===== config.mk =====
export PLATFORM = sky130hd
export DESIGN_NAME = hcbp_fifo
export DESIGN_NICKNAME = d
export VERILOG_FILES = /design/src/rtl/hcbp_pkg.sv /design/src/rtl/hcbp_fifo.sv
export SDC_FILE = /design/constraint.sdc
export NUM_CORES = 1
export LEC_CHECK = 0
export BUFFER_PORTS_ARGS = -buffer_cell sky130_fd_sc_hd__buf_4
export CAP_MARGIN = 0
export CELL_PAD_IN_SITES_DETAIL_PLACEMENT = 1
export CELL_PAD_IN_SITES_GLOBAL_PLACEMENT = 2
export CORE_UTILIZATION = 30
export CTS_CLUSTER_DIAMETER = 100
export CTS_CLUSTER_SIZE = 40
export DETAILED_ROUTE_END_ITERATION = 10
export PLACE_DENSITY = 0.64
export SKIP_CTS_REPAIR_TIMING = 1
export SYNTH_ARGS = -nofsm -noshare
export SYNTH_HDL_FRONTEND = slang
export SYNTH_SLANG_ARGS = --single-unit

===== constraint.sdc =====
create_clock -name clk_i -period 1.8 [get_ports clk_i]
set_input_delay 0.09 -clock clk_i [delete_from_list [all_inputs] [get_ports clk_i]]
set_output_delay 0.09 -clock clk_i [all_outputs]
set_load 0.02 [all_outputs]

===== src/rtl/hcbp_pkg.sv =====
// Shared types and constants of the Huffman code bit packer.
`timescale 1ns / 1ps
`default_nettype none

package hcbp_pkg;

  localparam int unsigned BYTE_W = 8;
  localparam int unsigned SYM_W  = 8;
  localparam int unsigned LEN_W  = 5;
  localparam int unsigned CODE_W = 16;
  // merge of up to 7 pending bits with a 16-bit code
  localparam int unsigned ACC_W  = CODE_W + BYTE_W - 1;
  localparam int unsigned CNT_W  = 5;
  localparam int unsigned PAD_W  = 3;
  localparam int unsigned Q_DEPTH = 2;

  typedef enum logic [1:0] {
    CMD_LOAD   = 2'd0,
    CMD_ENCODE = 2'd1,
    CMD_FLUSH  = 2'd2
  } cmd_e;

  typedef enum logic [1:0] {
    KIND_DATA  = 2'd0,
    KIND_FINAL = 2'd1,
    KIND_PAD   = 2'd2
  } kind_e;

  typedef enum logic {
    OP_ENCODE = 1'b0,
    OP_FLUSH  = 1'b1
  } op_e;

  typedef struct packed {
    logic [1:0]        cmd;
    logic [SYM_W-1:0]  symbol;
    logic [LEN_W-1:0]  code_length;
    logic [CODE_W-1:0] code_bits;
  } in_word_t;

  typedef struct packed {
    logic [BYTE_W-1:0] out_byte;
    logic [1:0]        byte_kind;
    logic              last;
  } out_word_t;

  typedef struct packed {
    logic [LEN_W-1:0]  len;
    logic [CODE_W-1:0] code;
  } tbl_entry_t;

  // one queued operation between front and back
  typedef struct packed {
    op_e               op;
    logic [LEN_W-1:0]  len;
    logic [CODE_W-1:0] code;
  } q_entry_t;

endpackage

`default_nettype wire


===== src/rtl/hcbp_fifo.sv =====
// Short queue of operations between the front and back ends.
`timescale 1ns / 1ps
`default_nettype none

module hcbp_fifo (
  input  wire logic               clk_i,
  input  wire logic               rst_ni,
  input  wire logic               push_i,
  input  wire hcbp_pkg::q_entry_t push_entry_i,
  output logic                    full_o,
  input  wire logic               pop_i,
  output logic                    empty_o,
  output hcbp_pkg::q_entry_t      head_o
);

  localparam int unsigned Depth = hcbp_pkg::Q_DEPTH;
  localparam int unsigned PtrW  = (Depth > 1) ? $clog2(Depth) : 1;
  localparam int unsigned CntW  = $clog2(Depth + 1);

  hcbp_pkg::q_entry_t slot_q [Depth];
  logic [PtrW-1:0]    wr_ptr_q, wr_ptr_d, rd_ptr_q, rd_ptr_d;
  logic [CntW-1:0]    count_q, count_d;
  logic               do_push, do_pop;

  assign full_o  = (count_q == CntW'(Depth));
  assign empty_o = (count_q == '0);
  assign head_o  = slot_q[rd_ptr_q];
  assign do_push = push_i && !full_o;
  assign do_pop  = pop_i && !empty_o;

  always_comb begin
    wr_ptr_d = wr_ptr_q;
    rd_ptr_d = rd_ptr_q;
    count_d  = count_q;
    if (do_push) begin
      wr_ptr_d = (wr_ptr_q == PtrW'(Depth - 1)) ? '0 : wr_ptr_q + 1'b1;
    end
    if (do_pop) begin
      rd_ptr_d = (rd_ptr_q == PtrW'(Depth - 1)) ? '0 : rd_ptr_q + 1'b1;
    end
    if (do_push && !do_pop) begin
      count_d = count_q + 1'b1;
    end else if (do_pop && !do_push) begin
      count_d = count_q - 1'b1;
    end
  end

  always_ff @(posedge clk_i) begin
    if (do_push) begin
      slot_q[wr_ptr_q] <= push_entry_i;
    end
  end

  always_ff @(posedge clk_i or negedge rst_ni) begin
    if (!rst_ni) begin
      wr_ptr_q <= '0;
      rd_ptr_q <= '0;
      count_q  <= '0;
    end else begin
      wr_ptr_q <= wr_ptr_d;
      rd_ptr_q <= rd_ptr_d;
      count_q  <= count_d;
    end
  end

endmodule

`default_nettype wire


### After elaboration in Yosys (flattened, before gate mapping)

Memory sizes are Yosys's and may differ from the RTL's.
Cells that the tools add are included.

| word-level totals | value |
|---|---|
| flip-flop bits (word level) | 4 |
| bits in latches | 0 |
| RAM bits | 44 |
| memory bits (read-only) | 0 |
| bits of input ports | 26 |
| output and inout port bits | 24 |
| word-level logic and storage cells | 25 |
| memories kept | 1 |

Memory list:

| name | depth | bits a word | read ports | clocked after Yosys merged registers in | write ports | line | source |
|---|---|---|---|---|---|---|---|
| slot_q | 2 | 22 | 1 | 0 | 1 | hcbp_fifo.sv:20 | `hcbp_pkg::q_entry_t slot_q [Depth];` |

| operators by class | value |
|---|---|
| $add $sub $neg | 4 |
| $mul | 0 |
| div/mod/pow operators | 0 |
| $lt $le $gt $ge | 0 |
| equal/unequal tests | 1 |
| shift-type cells | 0 |
| multiplexer cells | 6 |
| bitwise operators | 0 |
| reduce and logical (&&, ||, !) cells | 10 |

Operator list:

| cell | number |
|---|---|
| $logic_and A1 B1 Y1 | 4 |
| $logic_not A1 Y1 | 4 |
| $mux W1 | 4 |
| $mux W2 | 2 |
| $add A1 B1 Y1 const B | 2 |
| $add A2 B1 Y2 const B | 1 |
| $eq A2 B2 Y1 const B | 1 |
| $logic_not A2 Y1 | 1 |
| $reduce_bool A2 Y1 | 1 |
| $sub A2 B1 Y2 const B | 1 |

### Logic depth before layout (Yosys ltp)

| depth | value |
|---|---|
| depth after elaboration | 7 |
| depth in mapped cells | 7 |
| gate-level depth less buffers | 7 |

### Worst setup path after synthesis

No wires, ideal clock.

| path | value |
|---|---|
| path type | flip-flop to flip-flop |
| start | reg count_q[0] |
| end | mem slot_q[0][0] (netlist bit) (enable) |
| setup time | 401 ps |
| arrival time | 1,592 ps |
| required time | 1,399 ps |
| setup slack | -193 ps |
| cell stages (with the launch flop) | 4 |
| buffers on the path | 0 |
| clock period less this slack | 1,993 ps |
| cells stage by stage | dfrtp_1 nand2b_1 nand2_1 nor2_1 |

| between the ends | value |
|---|---|
| cells in the longest elaborated chain, start to end | 5 |

RTL lines:

| what | line | source |
|---|---|---|
| start: declaration | hcbp_fifo.sv:22 | `logic [CntW-1:0] count_q, count_d;` |
| start signal: assignment | hcbp_fifo.sv:62 | `count_q <= count_d;` |
| $eq A2 B2 Y1 | hcbp_fifo.sv:25 | `assign full_o = (count_q == CntW'(Depth));` |
| $logic_not A1 Y1 | hcbp_fifo.sv:28 | `assign do_push = push_i && !full_o;` |
| $logic_and A1 B1 Y1 | hcbp_fifo.sv:28 |  |
| $mux W1 | hcbp_fifo.sv:49 | `if (do_push) begin` |
| $mux W1 (implied by the code) | hcbp_fifo.sv:50 | `slot_q[wr_ptr_q] <= push_entry_i;` |
| end: declaration | hcbp_fifo.sv:20 |  |

Every way passes these cells.

### Worst setup path in the final report

| path | value |
|---|---|
| start | reg count_q[0] |
| end | reg count_q[1] |

| between the ends | value |
|---|---|
| cells in the longest elaborated chain, start to end | 6 |
| elaborated cells on any way between the ends | 15 |
| classes of those cells | add/sub: 2; eq/ne: 1; mux: 2; reduce/logical: 10 |

RTL lines:

| what | line | source |
|---|---|---|
| $eq A2 B2 Y1 * | hcbp_fifo.sv:25 |  |
| $logic_not A1 Y1 * | hcbp_fifo.sv:28 |  |
| $logic_and A1 B1 Y1 * | hcbp_fifo.sv:28 |  |
| named net do_push | hcbp_fifo.sv:23 | `logic do_push, do_pop;` |
| $logic_not A1 Y1 | hcbp_fifo.sv:43 | `end else if (do_pop && !do_push) begin` |
| $logic_and A1 B1 Y1 | hcbp_fifo.sv:43 |  |
| $reduce_bool A2 Y1 (no source line) | - |  |

Mark *: on every way through the listed nets, which the timed path passes. The rest lies on a longest branch. The select of a mux whose other input is x is not followed.
A chain may end at the register's enable or synchronous reset.

==> impl_metrics.yaml <==
outcome:
  outcome: "finished clean"
pwr:
  ir_drop_v: 0.000623
  powerDensity_mw_per_mm2: 1550
  power_uw: 4080
  swShare_pct: 30.5
  p_clk_share_pct: 21.8
  power_frac_seq_pct: 39.9
  intPower_uw: 2830
  p_sw_uw: 1240
  cellLeakagePower_uw: 0.00102
  p_comb_share_pct: 38.3
sta:
  drv_slew: 0
  worst_hold_slack_ns: 0.118
  min_period_ns: 1.56
  setup_violations: 0
  worst_slack_ns: 0.235
  hold_viol_final: 0
  grt_setup_unrepaired: "no"
  max_slew_margin_pct: 79.4
  tightest_slew_ns: 0.309
  max_freq_ghz: 0.639
  fin_crit_sh_pct: 86.9
  fin_setup_tns_ns: 0
  finClkSkew_ns: 0.00563
synthesis:
  ys_seq_elements: 48
  yosysWarnings: 0
  synthTopCellsByArea: "edfxtp_1 74%, mux2_2 14%, dfrtp_1 5.6%"
  synth_nets: 114
  syn-cell-area_mm2: 0.00179
  yosys.area.top_type: "edfxtp_1"
  netlist_instances: 87
  yosys.cell_types.count: 13
  yosys.area.top_type_share_pct: 73.9
  ys_seq_area_share_pct: 79.5
  avgSynthCellArea_um2: 20.6
floorplanning:
  die_w_um: 79.2
  start_util_pct: 31.7
  dieArea_mm2: 0.00627
  core_area_mm2: 0.00564
  die_h_um: 79.2
  num_io_pins: 50
  core.rowCount: 27
clock_network:
  clock_sinks: 48
  clk_pin_slew_ns: 0.08
  htreeDepth: 2
  cts_tree: "done"
  clock_path_buffers: 2
  numCtsBuffers: 5
  worst_skew_pair.late_latency_ns: 0.29
  ctsRootBufferMaster: "clkbuf_8"
detailed_routing:
  wl_mm: 3.34
  num_vias: 1031
  viasPerCell: 4.28
  ant_nets: 0
  drt-pass1-iter-count: 3
  drt_iter0_markers: 29
  drc: 0
  drt-wirelength-per-cell_um: 13.9
place:
  place_congestion: 0.641
  pre_cts_ws_ns: 0.248
  io_buffers: 49
  hpwl_mm: 2.29
  place_inst: 210
cells_and_area:
  mostFrequentLayoutCell: "buf_4"
  diodes: 0
  final_cell_mix: "52 x buf_4, 44 x edfxtp_1, 23 x dlygate4sd3_1, 22 x mux2_2, 5 x clkbuf_8"
  drive_gt1_share_pct: 49.1
  syn2layout_area_growth_pct: 47.2
  instances_no_fill: 241
  fill_cells: 567
  final_nets: 195
worst_setup_path:
  cp.required_ns: 2.01
  criticalPathCategory: "flip-flop to flip-flop"
  crit_arrival_ns: 1.78
  r2r-start: "count_q[0]"
  cp_max_fo: 5
  critPathLaunchType: "flip-flop"
  endpoint_kind: "flip-flop"
  startpoint: "count_q[0]"
global_routing:
  grt_antenna_before_repair: 0
  grt_first_pass_wirelength_mm: 4.98
  overflow: 0
  grt_max_degree: 23
  first_global_vias: 1018
  grt.total_usage_pct: 10.8
job:
  cap_violations: 0
worst_hold_path:
  hold_class: "input port to asynchronous set/reset pin"
==> through the flow <==
stage	util (%)	cell area, um^2
final	46.6	2630
after global routing	46.6	2630
after CTS	42.6	2400
after detailed placement	40.2	2270
after global placement	40.2	2270
after floorplan	-	1790
==> power groups by stage <==
stage	registers (uW)	clock network (uW)	logic (uW)
after CTS	1630	915	1550
after global routing	1660	955	1680
after floorplan	1640	0	947
after detailed placement	1660	0	1540
after global placement	1630	0	1520
final	1630	888	1560
==> logic make-up (layout without fill, tap and decap cells) <==
kind of cell               Yosys count  after routing  synth area share (%)
xor gates and xnor gates             5              5                  2.45
AOI/OAI and AO/OA                    1              1                 0.280
muxes                               22             22                  13.9
DFF                                 48             48                  79.5
buffers and inverters                4             86                  1.68
and+or+nand+nor                      6              6                  1.54
adders and majority gates            1              1                 0.700
==> synth_stat cells, drive strengths merged <==
cell	count
o21ai	1
xor2	2
ha	1
mux2	22
dfrtp	4
nand2b	1
nand2	1
buf	2
inv	2
edfxtp	44
xnor2	3
nor2	3
and3	1
==> path summary, 6_finish.rpt <==
| check | to | slack (ns) | depth (start not counted) |
|---|---|---|---|
| max | count_q[1] | 0.24 | 7 |
| min | wr_ptr_q | 0.12 | 2 |
| max reg2reg | count_q[1] | 0.24 | 7 |
| min reg2reg | wr_ptr_q | 0.53 | 1 |
| max in group asynchronous | rd_ptr_q | 1.58 | 2 |
| min in group clk_i | wr_ptr_q | 0.15 | 3 |
==> cell type report <==
cell class	instances	area, um^2	share of cell area [%]
flip-flops and latches	48	1420	54.0
repair buffers	76	641	24.3
multi-input cells	35	339	12.9
well taps	72	90.1	3.42
clock buffers	6	72.6	2.76
clock inverters	2	60.1	2.28
inverters	2	7.51	0.285
==> flip-flops by register name (all words and copies together) (netlist names) <==
register  flops
count_q       2
rd_ptr_q      1
wr_ptr_q      1
slot_q       44
==> routing by layer <==
layer	vias to the layer above	GRT usage, %	part of all wire, %
met3	2	3.91	6.6
met2	37	18.3	50
met4	0	2.73	0.69
li1	491	-	-
met5	-	0	0
met1	501	13.0	43
==> worst max-delay path: stages (launching register included) <==
cell,delay (ns)
dfrtp_1,0.44
nand2b_1,0.19
nand2_1,0.14
inv_1,0.07
ha_1,0.20
xor2_1,0.14
nor2_1,0.12
xor2_1,0.17
No activity file was read; power rests on OpenSTA's default activity.
