### src/rtl/hcbp_pkg.sv
// Shared types and constants of the Huffman code bit packer.
`timescale 1ns / 1ps
`default_nettype none

package hcbp_pkg;

  localparam int unsigned BYTE_W = 8;
  localparam int unsigned SYM_W  = 8;
  localparam int unsigned LEN_W  = 5;
  localparam int unsigned CODE_W = 16;
  // merge of up to 7 pending bits with a 16-bit code
  localparam int unsigned ACC_W  = CODE_W + BYTE_W - 1;
  localparam int unsigned CNT_W  = 5;
  localparam int unsigned PAD_W  = 3;
  localparam int unsigned Q_DEPTH = 2;

  typedef enum logic [1:0] {
    CMD_LOAD   = 2'd0,
    CMD_ENCODE = 2'd1,
    CMD_FLUSH  = 2'd2
  } cmd_e;

  typedef enum logic [1:0] {
    KIND_DATA  = 2'd0,
    KIND_FINAL = 2'd1,
    KIND_PAD   = 2'd2
  } kind_e;

  typedef enum logic {
    OP_ENCODE = 1'b0,
    OP_FLUSH  = 1'b1
  } op_e;

  typedef struct packed {
    logic [1:0]        cmd;
    logic [SYM_W-1:0]  symbol;
    logic [LEN_W-1:0]  code_length;
    logic [CODE_W-1:0] code_bits;
  } in_word_t;

  typedef struct packed {
    logic [BYTE_W-1:0] out_byte;
    logic [1:0]        byte_kind;
    logic              last;
  } out_word_t;

  typedef struct packed {
    logic [LEN_W-1:0]  len;
    logic [CODE_W-1:0] code;
  } tbl_entry_t;

  // one queued operation between front and back
  typedef struct packed {
    op_e               op;
    logic [LEN_W-1:0]  len;
    logic [CODE_W-1:0] code;
  } q_entry_t;

endpackage

`default_nettype wire

### src/rtl/hcbp_back.sv
// Back end: merges codes in the accumulator; one byte per cycle unless stalled.
`timescale 1ns / 1ps
`default_nettype none

module hcbp_back (
  input  wire logic               clk_i,
  input  wire logic               rst_ni,
  input  wire logic               q_empty_i,
  input  wire hcbp_pkg::q_entry_t q_head_i,
  output logic                    q_pop_o,
  output logic                    out_valid_o,
  input  wire logic               out_stall_i,
  output hcbp_pkg::out_word_t     out_word_o
);

  logic [hcbp_pkg::ACC_W-1:0] acc_q, acc_d, merged;
  logic [hcbp_pkg::CNT_W-1:0] cnt_q, cnt_d, total;
  logic                       pad_q, pad_d;
  logic [hcbp_pkg::PAD_W-1:0] pad_val_q, pad_val_d;
  logic                       out_valid_q, out_valid_d;
  hcbp_pkg::out_word_t        out_q, emit_word;
  logic                       out_free, emit;

  assign out_free = !out_valid_q || !out_stall_i;
  assign merged   = (acc_q << q_head_i.len) | hcbp_pkg::ACC_W'(q_head_i.code);
  assign total    = cnt_q + q_head_i.len;

  always_comb begin
    acc_d     = acc_q;
    cnt_d     = cnt_q;
    pad_d     = pad_q;
    pad_val_d = pad_val_q;
    q_pop_o   = 1'b0;
    emit      = 1'b0;
    emit_word = '0;
    if (out_free) begin
      if (pad_q) begin
        emit                = 1'b1;
        emit_word.out_byte  = hcbp_pkg::BYTE_W'(pad_val_q);
        emit_word.byte_kind = hcbp_pkg::KIND_PAD;
        emit_word.last      = 1'b1;
        pad_d               = 1'b0;
      end else if (cnt_q >= hcbp_pkg::CNT_W'(hcbp_pkg::BYTE_W)) begin
        // second byte of a long merge; at most 7 bits remain after it
        emit                = 1'b1;
        emit_word.out_byte  = hcbp_pkg::BYTE_W'(acc_q >> (cnt_q - 5'd8));
        emit_word.byte_kind = hcbp_pkg::KIND_DATA;
        emit_word.last      = 1'b1;
        cnt_d               = cnt_q - 5'd8;
      end else if (!q_empty_i) begin
        q_pop_o = 1'b1;
        case (q_head_i.op)
          hcbp_pkg::OP_ENCODE: begin
            acc_d = merged;
            if (total >= hcbp_pkg::CNT_W'(hcbp_pkg::BYTE_W)) begin
              emit                = 1'b1;
              emit_word.out_byte  = hcbp_pkg::BYTE_W'(merged >> (total - 5'd8));
              emit_word.byte_kind = hcbp_pkg::KIND_DATA;
              emit_word.last      = (total < 5'd16);
              cnt_d               = total - 5'd8;
            end else begin
              cnt_d = total;
            end
          end
          hcbp_pkg::OP_FLUSH: begin
            emit  = 1'b1;
            cnt_d = '0;
            if (cnt_q != '0) begin
              emit_word.out_byte  = hcbp_pkg::BYTE_W'(acc_q << (5'd8 - cnt_q));
              emit_word.byte_kind = hcbp_pkg::KIND_FINAL;
              emit_word.last      = 1'b0;
              pad_d               = 1'b1;
              pad_val_d           = hcbp_pkg::PAD_W'(5'd8 - cnt_q);
            end else begin
              emit_word.out_byte  = '0;
              emit_word.byte_kind = hcbp_pkg::KIND_PAD;
              emit_word.last      = 1'b1;
            end
          end
          default: begin
            q_pop_o = 1'b1;
          end
        endcase
      end
    end
    out_valid_d = emit ? 1'b1 : (out_free ? 1'b0 : out_valid_q);
  end

  always_ff @(posedge clk_i or negedge rst_ni) begin
    if (!rst_ni) begin
      cnt_q       <= '0;
      pad_q       <= 1'b0;
      out_valid_q <= 1'b0;
    end else begin
      cnt_q       <= cnt_d;
      pad_q       <= pad_d;
      out_valid_q <= out_valid_d;
    end
  end

  always_ff @(posedge clk_i) begin
    acc_q     <= acc_d;
    pad_val_q <= pad_val_d;
    if (emit) begin
      out_q <= emit_word;
    end
  end

  assign out_valid_o = out_valid_q;
  assign out_word_o  = out_q;

endmodule

`default_nettype wire

### config.mk
export PLATFORM = sky130hd
export DESIGN_NAME = hcbp_back
export DESIGN_NICKNAME = d
export VERILOG_FILES = /design/src/rtl/hcbp_pkg.sv /design/src/rtl/hcbp_back.sv
export SDC_FILE = /design/constraint.sdc
export NUM_CORES = 1
export LEC_CHECK = 0
export BUFFER_PORTS_ARGS = -buffer_cell sky130_fd_sc_hd__buf_2
export CAP_MARGIN = 5
export CORE_MARGIN = 2
export CORE_UTILIZATION = 55
export DETAILED_ROUTE_END_ITERATION = 10
export PLACE_DENSITY = 0.84
export SETUP_SLACK_MARGIN = 0.02
export SLEW_MARGIN = 20
export SYNTH_ARGS = -nofsm -noshare
export SYNTH_HDL_FRONTEND = slang
export SYNTH_SLANG_ARGS = --single-unit
### constraint.sdc
create_clock -name clk_i -period 5 [get_ports clk_i]
set_input_delay 0.5 -clock clk_i [delete_from_list [all_inputs] [get_ports clk_i]]
set_output_delay 0.5 -clock clk_i [all_outputs]
set_load 0.005 [all_outputs]
# == Yosys cells after proc, flatten, opt, wreduce, memory -nomap -nowiden ==
# Index checks and enable logic that the tools add are counted.
# classes
eq_ne,1
add_sub_neg,4
div_mod_pow,0
n_bitwise,6
mux,27
n_shift,4
n_lt_le_gt_ge,3
n_reduce_logical,10
multipliers,0
# op_table
operator,count
$shr 23x5->8,2
$mux 11,4
$or 23x16->23,1
$shl 23x5->23,1
$shl 23x5->8,1
$pmux 11 s2,1
$mux 1,16
$mux 5,3
$ge 5x4->1 const B,2
$pmux 5 s2,1
$sub 5x4->5 const B,2
$mux 6,1
$reduce_and 6->1,1
$add 5x5->5,1
$lt 5x5->1 const B,1
$not 1->1,5
$reduce_and 5->1,1
$reduce_bool 5->1,1
$sub 4x5->5 const A,1
$reduce_or 4->1,1
$reduce_and 3->1,1
$logic_not 1->1,2
$ne 2x1->1 const B,1
$pmux 1 s2,1
other kinds (3),3
# totals
regBits,44
n_memories,0
output_inout_bits,13
latchBits,0
ramBits,0
in_bits,26
elab_cells,65
rom_bits,0

# == Longest topological paths before layout ==
# logic_depth
depth_word,9
ltp_mapped,18
mapped_depth_nobuf,15

# == Worst setup path after synthesis ==
# No wires, ideal clock.
# synth_path
path_type,register -> register
from,register cnt_q[1] in the netlist's numbering
to,"register out_q, in the netlist out_word_o[6] (data pin)"
period_less_slack_ns,4.142
path_slack_ns,0.858
arrival_ns,3.990
t_required_ns,4.848
n_path_buf,4
setup_ns,0.152
stages_incl_launch_ff,19
cell_sequence,dfrtp_1 > clkbuf_1 > buf_1 > buf_2 > inv_1 > fa_1 > nor2b_1 > o21ai_0 > nand2b_1 > xor2_1 > ha_1 > clkbuf_1 > inv_1 > or3_1 > nor2_1 > nand2_1 > o311ai_1 > a2111oi_2 > a31oi_1
# synth_between
elab_chain_len,7
word_cells_on_any_way,15
cone_classes,add/sub: 4; order compare: 2; shift: 3; mux: 5; reduce/logical: 1
# synth_lines
item,line,text
start: declaration,hcbp_back.sv:17,"logic [hcbp_pkg::CNT_W-1:0] cnt_q, cnt_d, total;"
start signal: assignment,hcbp_back.sv:95,cnt_q <= cnt_d;
$add 5x5->5,hcbp_back.sv:26,assign total = cnt_q + q_head_i.len;
$sub 5x4->5,hcbp_back.sv:57,emit_word.out_byte = hcbp_pkg::BYTE_W'(merged >> (total - 5'd8));
$shr 23x5->8,hcbp_back.sv:57,
$mux 11,hcbp_back.sv:55,if (total >= hcbp_pkg::CNT_W'(hcbp_pkg::BYTE_W)) begin
$pmux 11 s2,hcbp_back.sv:52,case (q_head_i.op)
$mux 11,hcbp_back.sv:50,end else if (!q_empty_i) begin
$mux 11 (*),hcbp_back.sv:43,end else if (cnt_q >= hcbp_pkg::CNT_W'(hcbp_pkg::BYTE_W)) begin
end signal: assignment,hcbp_back.sv:105,out_q <= emit_word;
end: declaration,hcbp_back.sv:21,"hcbp_pkg::out_word_t out_q, emit_word;"
# Mark *: on every way between the ends. The rest lies on a longest branch, timed or not.
# A chain may end at the register's enable or synchronous reset.

# == Final worst setup path ==
# Same ends and word-level chain as after synthesis.

==> flow_results.org <==
** Clock tree
- CTS saw 44 sinks.
- TritonCTS clock tree :: built
- After clock tree synthesis, the clock-pin slew on the worst setup and hold paths is 90 ps.
- Post-CTS repair changed the size of 0 cells.
- In this run the number of H-tree levels came out at 2.
- Clock root buffer :: sky130_fd_sc_hd__clkbuf_8
- CTS Buffer Depth :: 2
- Clock buffers created by TritonCTS :: 5
- CTS Hold Buffers Added :: 0
- Clock insertion delay at the later pin of the skew report :: 310 ps
- The number of setup buffers added after CTS is 0.

** Die
- After floorplanning, the core was divided into 37 placement rows.
- Vertical die dimension :: 106.2 um
- In this run the count of I/O pins placed on the die edge is 39.
- The die covers 11280 um2.
- For this configuration, the core starts out at a cell density of 0.5616.
- Horizontal extent of the die :: 106.2 um
- Floorplan Core Area :: 10230 um2

** Route
- Number of remaining DRC errors :: 0
- DRT Pass-1 Iters :: 5
- Drt via density :: 7.780
- Total via count in the routed design :: 5928
- After detailed routing, the average wire length per cell comes to 26.90 um.
- The count of nets left with antenna violations once routing finished came out at 0.
- For this block, the initial DRC count from the detailed router was 958.
- Drt total wl :: 20500 um

** Pwr
- Static leakage power :: 2.272 nW
- Power spread over the standard cell area amounts to 614.9 nW/um2.
- Worst supply voltage drop on vdd :: 0.2672 mV

** Worst setup path
- The worst register-to-register path begins at cnt_q[1]$_DFFE_PN0P_.
- Data on the critical path arrives at its endpoint at 4310 ps.
- CP Data Required Time :: 5160 ps
- Along the worst path, the maximum fanout reaches 26.
- The most critical setup path has its startpoint at cnt_q[1]$_DFFE_PN0P_.
- STA classifies the critical path startpoint as a flop.
- Crit Path Class :: reg -> reg
- The number of cells on the worst reg-to-reg path is 13.
- STA classifies the critical path endpoint as a flop.

** Synth
- Syn Nets :: 649
- The synthesized design contains 37 enable-type register cells.
- Register area share after synthesis :: 0.2239
- Among all flip-flop cells after synthesis, the most frequent one is sky130_fd_sc_hd__edfxtp_1.
- For this run, the number of Yosys warnings is 0.
- After synthesis, the mean cell area works out to 9.388 um2.
- Number of library cell types mapped by synthesis :: 85
- Number of register bits inferred by synthesis :: 44
- Share of synthesized registers carrying an async set or reset :: 0.1591
- Ranked by total cell area, the synthesized netlist is headed by sky130_fd_sc_hd__edfxtp_1 (19%), sky130_fd_sc_hd__mux4_2 (16%), sky130_fd_sc_hd__mux2_2 (4.5%), sky130_fd_sc_hd__mux2i_1 (4.2%), sky130_fd_sc_hd__nand2_1 (3.5%).
- Synth area leader :: sky130_fd_sc_hd__edfxtp_1
- The share of synthesized area in the top cell type comes to 0.1934.
- Instance count of the mapped netlist :: 612
- Syn Std Cell Area :: 5746 um2

** GRT
- For met3 alone, demand over resource in global routing was 0.09258.
- The first global-routing pass estimated 31760 um of wire.
- For met2 alone, demand over resource in global routing was 0.5540.
- Vias in the first global route :: 5501
- In the global route stage, overall resource usage came out at 0.3698.
- met2 is the most crowded layer.
- For this run, global-route usage on met1 was measured as 0.4994.
- The initial antenna violation count was 0.
- Overflow left after global routing :: 0
- Entering global routing, the biggest net connects 42 pins.

** Timing
- Setup violations remaining at the end of the flow were counted as 0.
- Slew HR :: 0.2682
- Post-layout minimum cycle time :: 4147 ps
- The final hold violation count was 0.
- At the pin with the least slew margin, the transition time is 1088 ps.
- Fin Clk Skew :: 11.54 ps
- Max-slew violation count :: 0
- In the finished design, the share of the clock period the worst path needs comes to 0.8293.
- Adding up every negative setup slack in the final design gives 0 ps.
- Based on the critical path, the design can be clocked at up to 241.2 MHz.
- Setup repair after global routing left no endpoint under its margin.

** Placed design
- Count of buffers from port buffering :: 38
- Once placement finished, the instance area stood at 6005 um2.
- Routability-driven placement finished with a final weighted congestion of 1.015.
- Placed insts :: 754
- Detailed-placement wirelength estimate :: 15260 um

** Cells and area
- Fraction of layout cells with a size suffix above 1 :: 0.2460
- Fill count :: 875
- Diode insertion count for antenna repair :: 0
- Core Util, Final :: 0.5962
- Final net count :: 662
- After routing the design area is 6100 um2.
- The area growth from synthesis to layout is 6.163%.
- After the flow finishes, the layout carries non-filler instances totaling 762.

** Outcome
- Status :: complete, no violations

** Flow run
- The tool flagged a number of max-cap violations equal to 0.

** Hold path
- The min-delay analysis places its worst path in the category in -> async.
-- where the power goes --
part	switching, W	internal [W]	leakage, nW
Clock	0.000143	0.0000996	0.0445
Sequential	0.0000801	0.000525	0.435
Combinational	0.00183	0.00108	1.79
Total	0.00205	0.00170	2.27
-- cells in the mapped netlist (all sizes together), types with 10 or more instances --
cell and instances:
nor3 24, nand3 12, clkbuf 34, o21ai 26, mux2 24, buf 13, mux2i 24, a211oi 11
nor2 35, o211ai 12, edfxtp 37, mux4 43, a21oi 22, inv 31, ha 10, nor2b 11
nand2 53
-- through the flow --
| stage | hold WS [ps] | power (W) | worst slack (ps) |
|---|---|---|---|
| after detailed placement | 352.1 | 0.003363 | 845.1 |
| after floorplan | 204.4 | 0.002595 | 858.0 |
| final | 12.68 | 0.003750 | 853.3 |
| after CTS | 18.14 | 0.003609 | 1035 |
| after global routing | 13.55 | 0.003932 | 734.6 |
| after global placement | 350.2 | 0.003364 | 985.4 |
-- worst paths after layout --
path,endpoint,slack [ps]
hold / removal,cnt_q[4]$_DFFE_PN0P_,10
setup / recovery,out_word_o[6]$_SDFFCE_PP0P_,850
setup reg to reg,out_word_o[6]$_SDFFCE_PP0P_,850
min in group clk_i,acc_q[9]$_DFFE_PP_,490
max in group asynchronous,cnt_q[0]$_DFFE_PN0P_,4820
hold reg to reg,out_valid_o$_DFFE_PN0P_,600
-- flip-flops by register name (all words and copies together) (netlist names) --
name	cells
acc_q	23
cnt_q	5
out_valid_o	1
out_word_o	11
pad_q	1
pad_val_q	3
-- worst max-delay path, stage by stage, from the launching register on --
cell	delay (ps)
sky130_fd_sc_hd__dfrtp_1	370
sky130_fd_sc_hd__buf_4	230
sky130_fd_sc_hd__ha_1	320
sky130_fd_sc_hd__a21o_1	110
sky130_fd_sc_hd__a21oi_1	70
sky130_fd_sc_hd__xnor2_1	740
sky130_fd_sc_hd__ha_1	440
sky130_fd_sc_hd__inv_1	190
sky130_fd_sc_hd__or3_1	430
sky130_fd_sc_hd__nor2_1	310
sky130_fd_sc_hd__nand2_1	160
sky130_fd_sc_hd__o311ai_1	360
sky130_fd_sc_hd__a2111oi_2	100
sky130_fd_sc_hd__a31oi_1	170
-- layout make-up --
class                           instances  area, um2  share of cell area
Sequential cell                        44       1286              0.2109
Clock inverter                          3      21.27            0.003487
Timing Repair Buffer                   53      302.8             0.04964
Tap cell                              136      170.2             0.02790
Clock buffer                            5      68.82             0.01128
Multi-Input combinational cell        486       4119              0.6753
Inverter                               35      131.4             0.02154
-- per-layer routing --
metal | part of all wire | routed length (um)
met5 | 0 | 0
met4 | 0.056 | 1140
met3 | 0.13 | 2764
met2 | 0.44 | 8968
met1 | 0.37 | 7626
-- placed cells by master, fill, tap and decap left out, types with 7 or more instances in the layout --
cell                        netlist  routed
sky130_fd_sc_hd__a21o_1           8       8
sky130_fd_sc_hd__ha_1            10      10
sky130_fd_sc_hd__o21ai_0         26      26
sky130_fd_sc_hd__mux2_2          23      23
sky130_fd_sc_hd__buf_2            7      38
sky130_fd_sc_hd__buf_4            2      15
sky130_fd_sc_hd__a31oi_1          8       8
sky130_fd_sc_hd__inv_1           26      26
sky130_fd_sc_hd__a21oi_1         21      21
sky130_fd_sc_hd__mux2i_1         24      24
sky130_fd_sc_hd__o2111ai_1        7       7
sky130_fd_sc_hd__nor2b_1         11      11
sky130_fd_sc_hd__o22ai_1          7       7
sky130_fd_sc_hd__mux4_2          41      41
sky130_fd_sc_hd__nor3_1          24      24
sky130_fd_sc_hd__nand2_1         53      53
sky130_fd_sc_hd__nand3_1         12      12
sky130_fd_sc_hd__a211oi_1         8       8
sky130_fd_sc_hd__a22o_1           7       7
sky130_fd_sc_hd__and3_1           7       7
sky130_fd_sc_hd__edfxtp_1        37      37
sky130_fd_sc_hd__o211ai_1        12      12
sky130_fd_sc_hd__and2_1           7       7
sky130_fd_sc_hd__dfrtp_1          7       7
sky130_fd_sc_hd__nor2_1          34      33
-- kinds of logic after synthesis --
kind of cell / share of synthesized area
AO/OA/AOI/OAI: 0.2524
adder cells (fa/ha/maj): 0.02526
multiplexers: 0.2594
AND/OR/NAND/NOR: 0.1649
flip-flops: 0.2239
XOR/XNOR: 0.01372
buffers and inverters: 0.06054
Note: power is estimated with default switching activity, not from simulation.
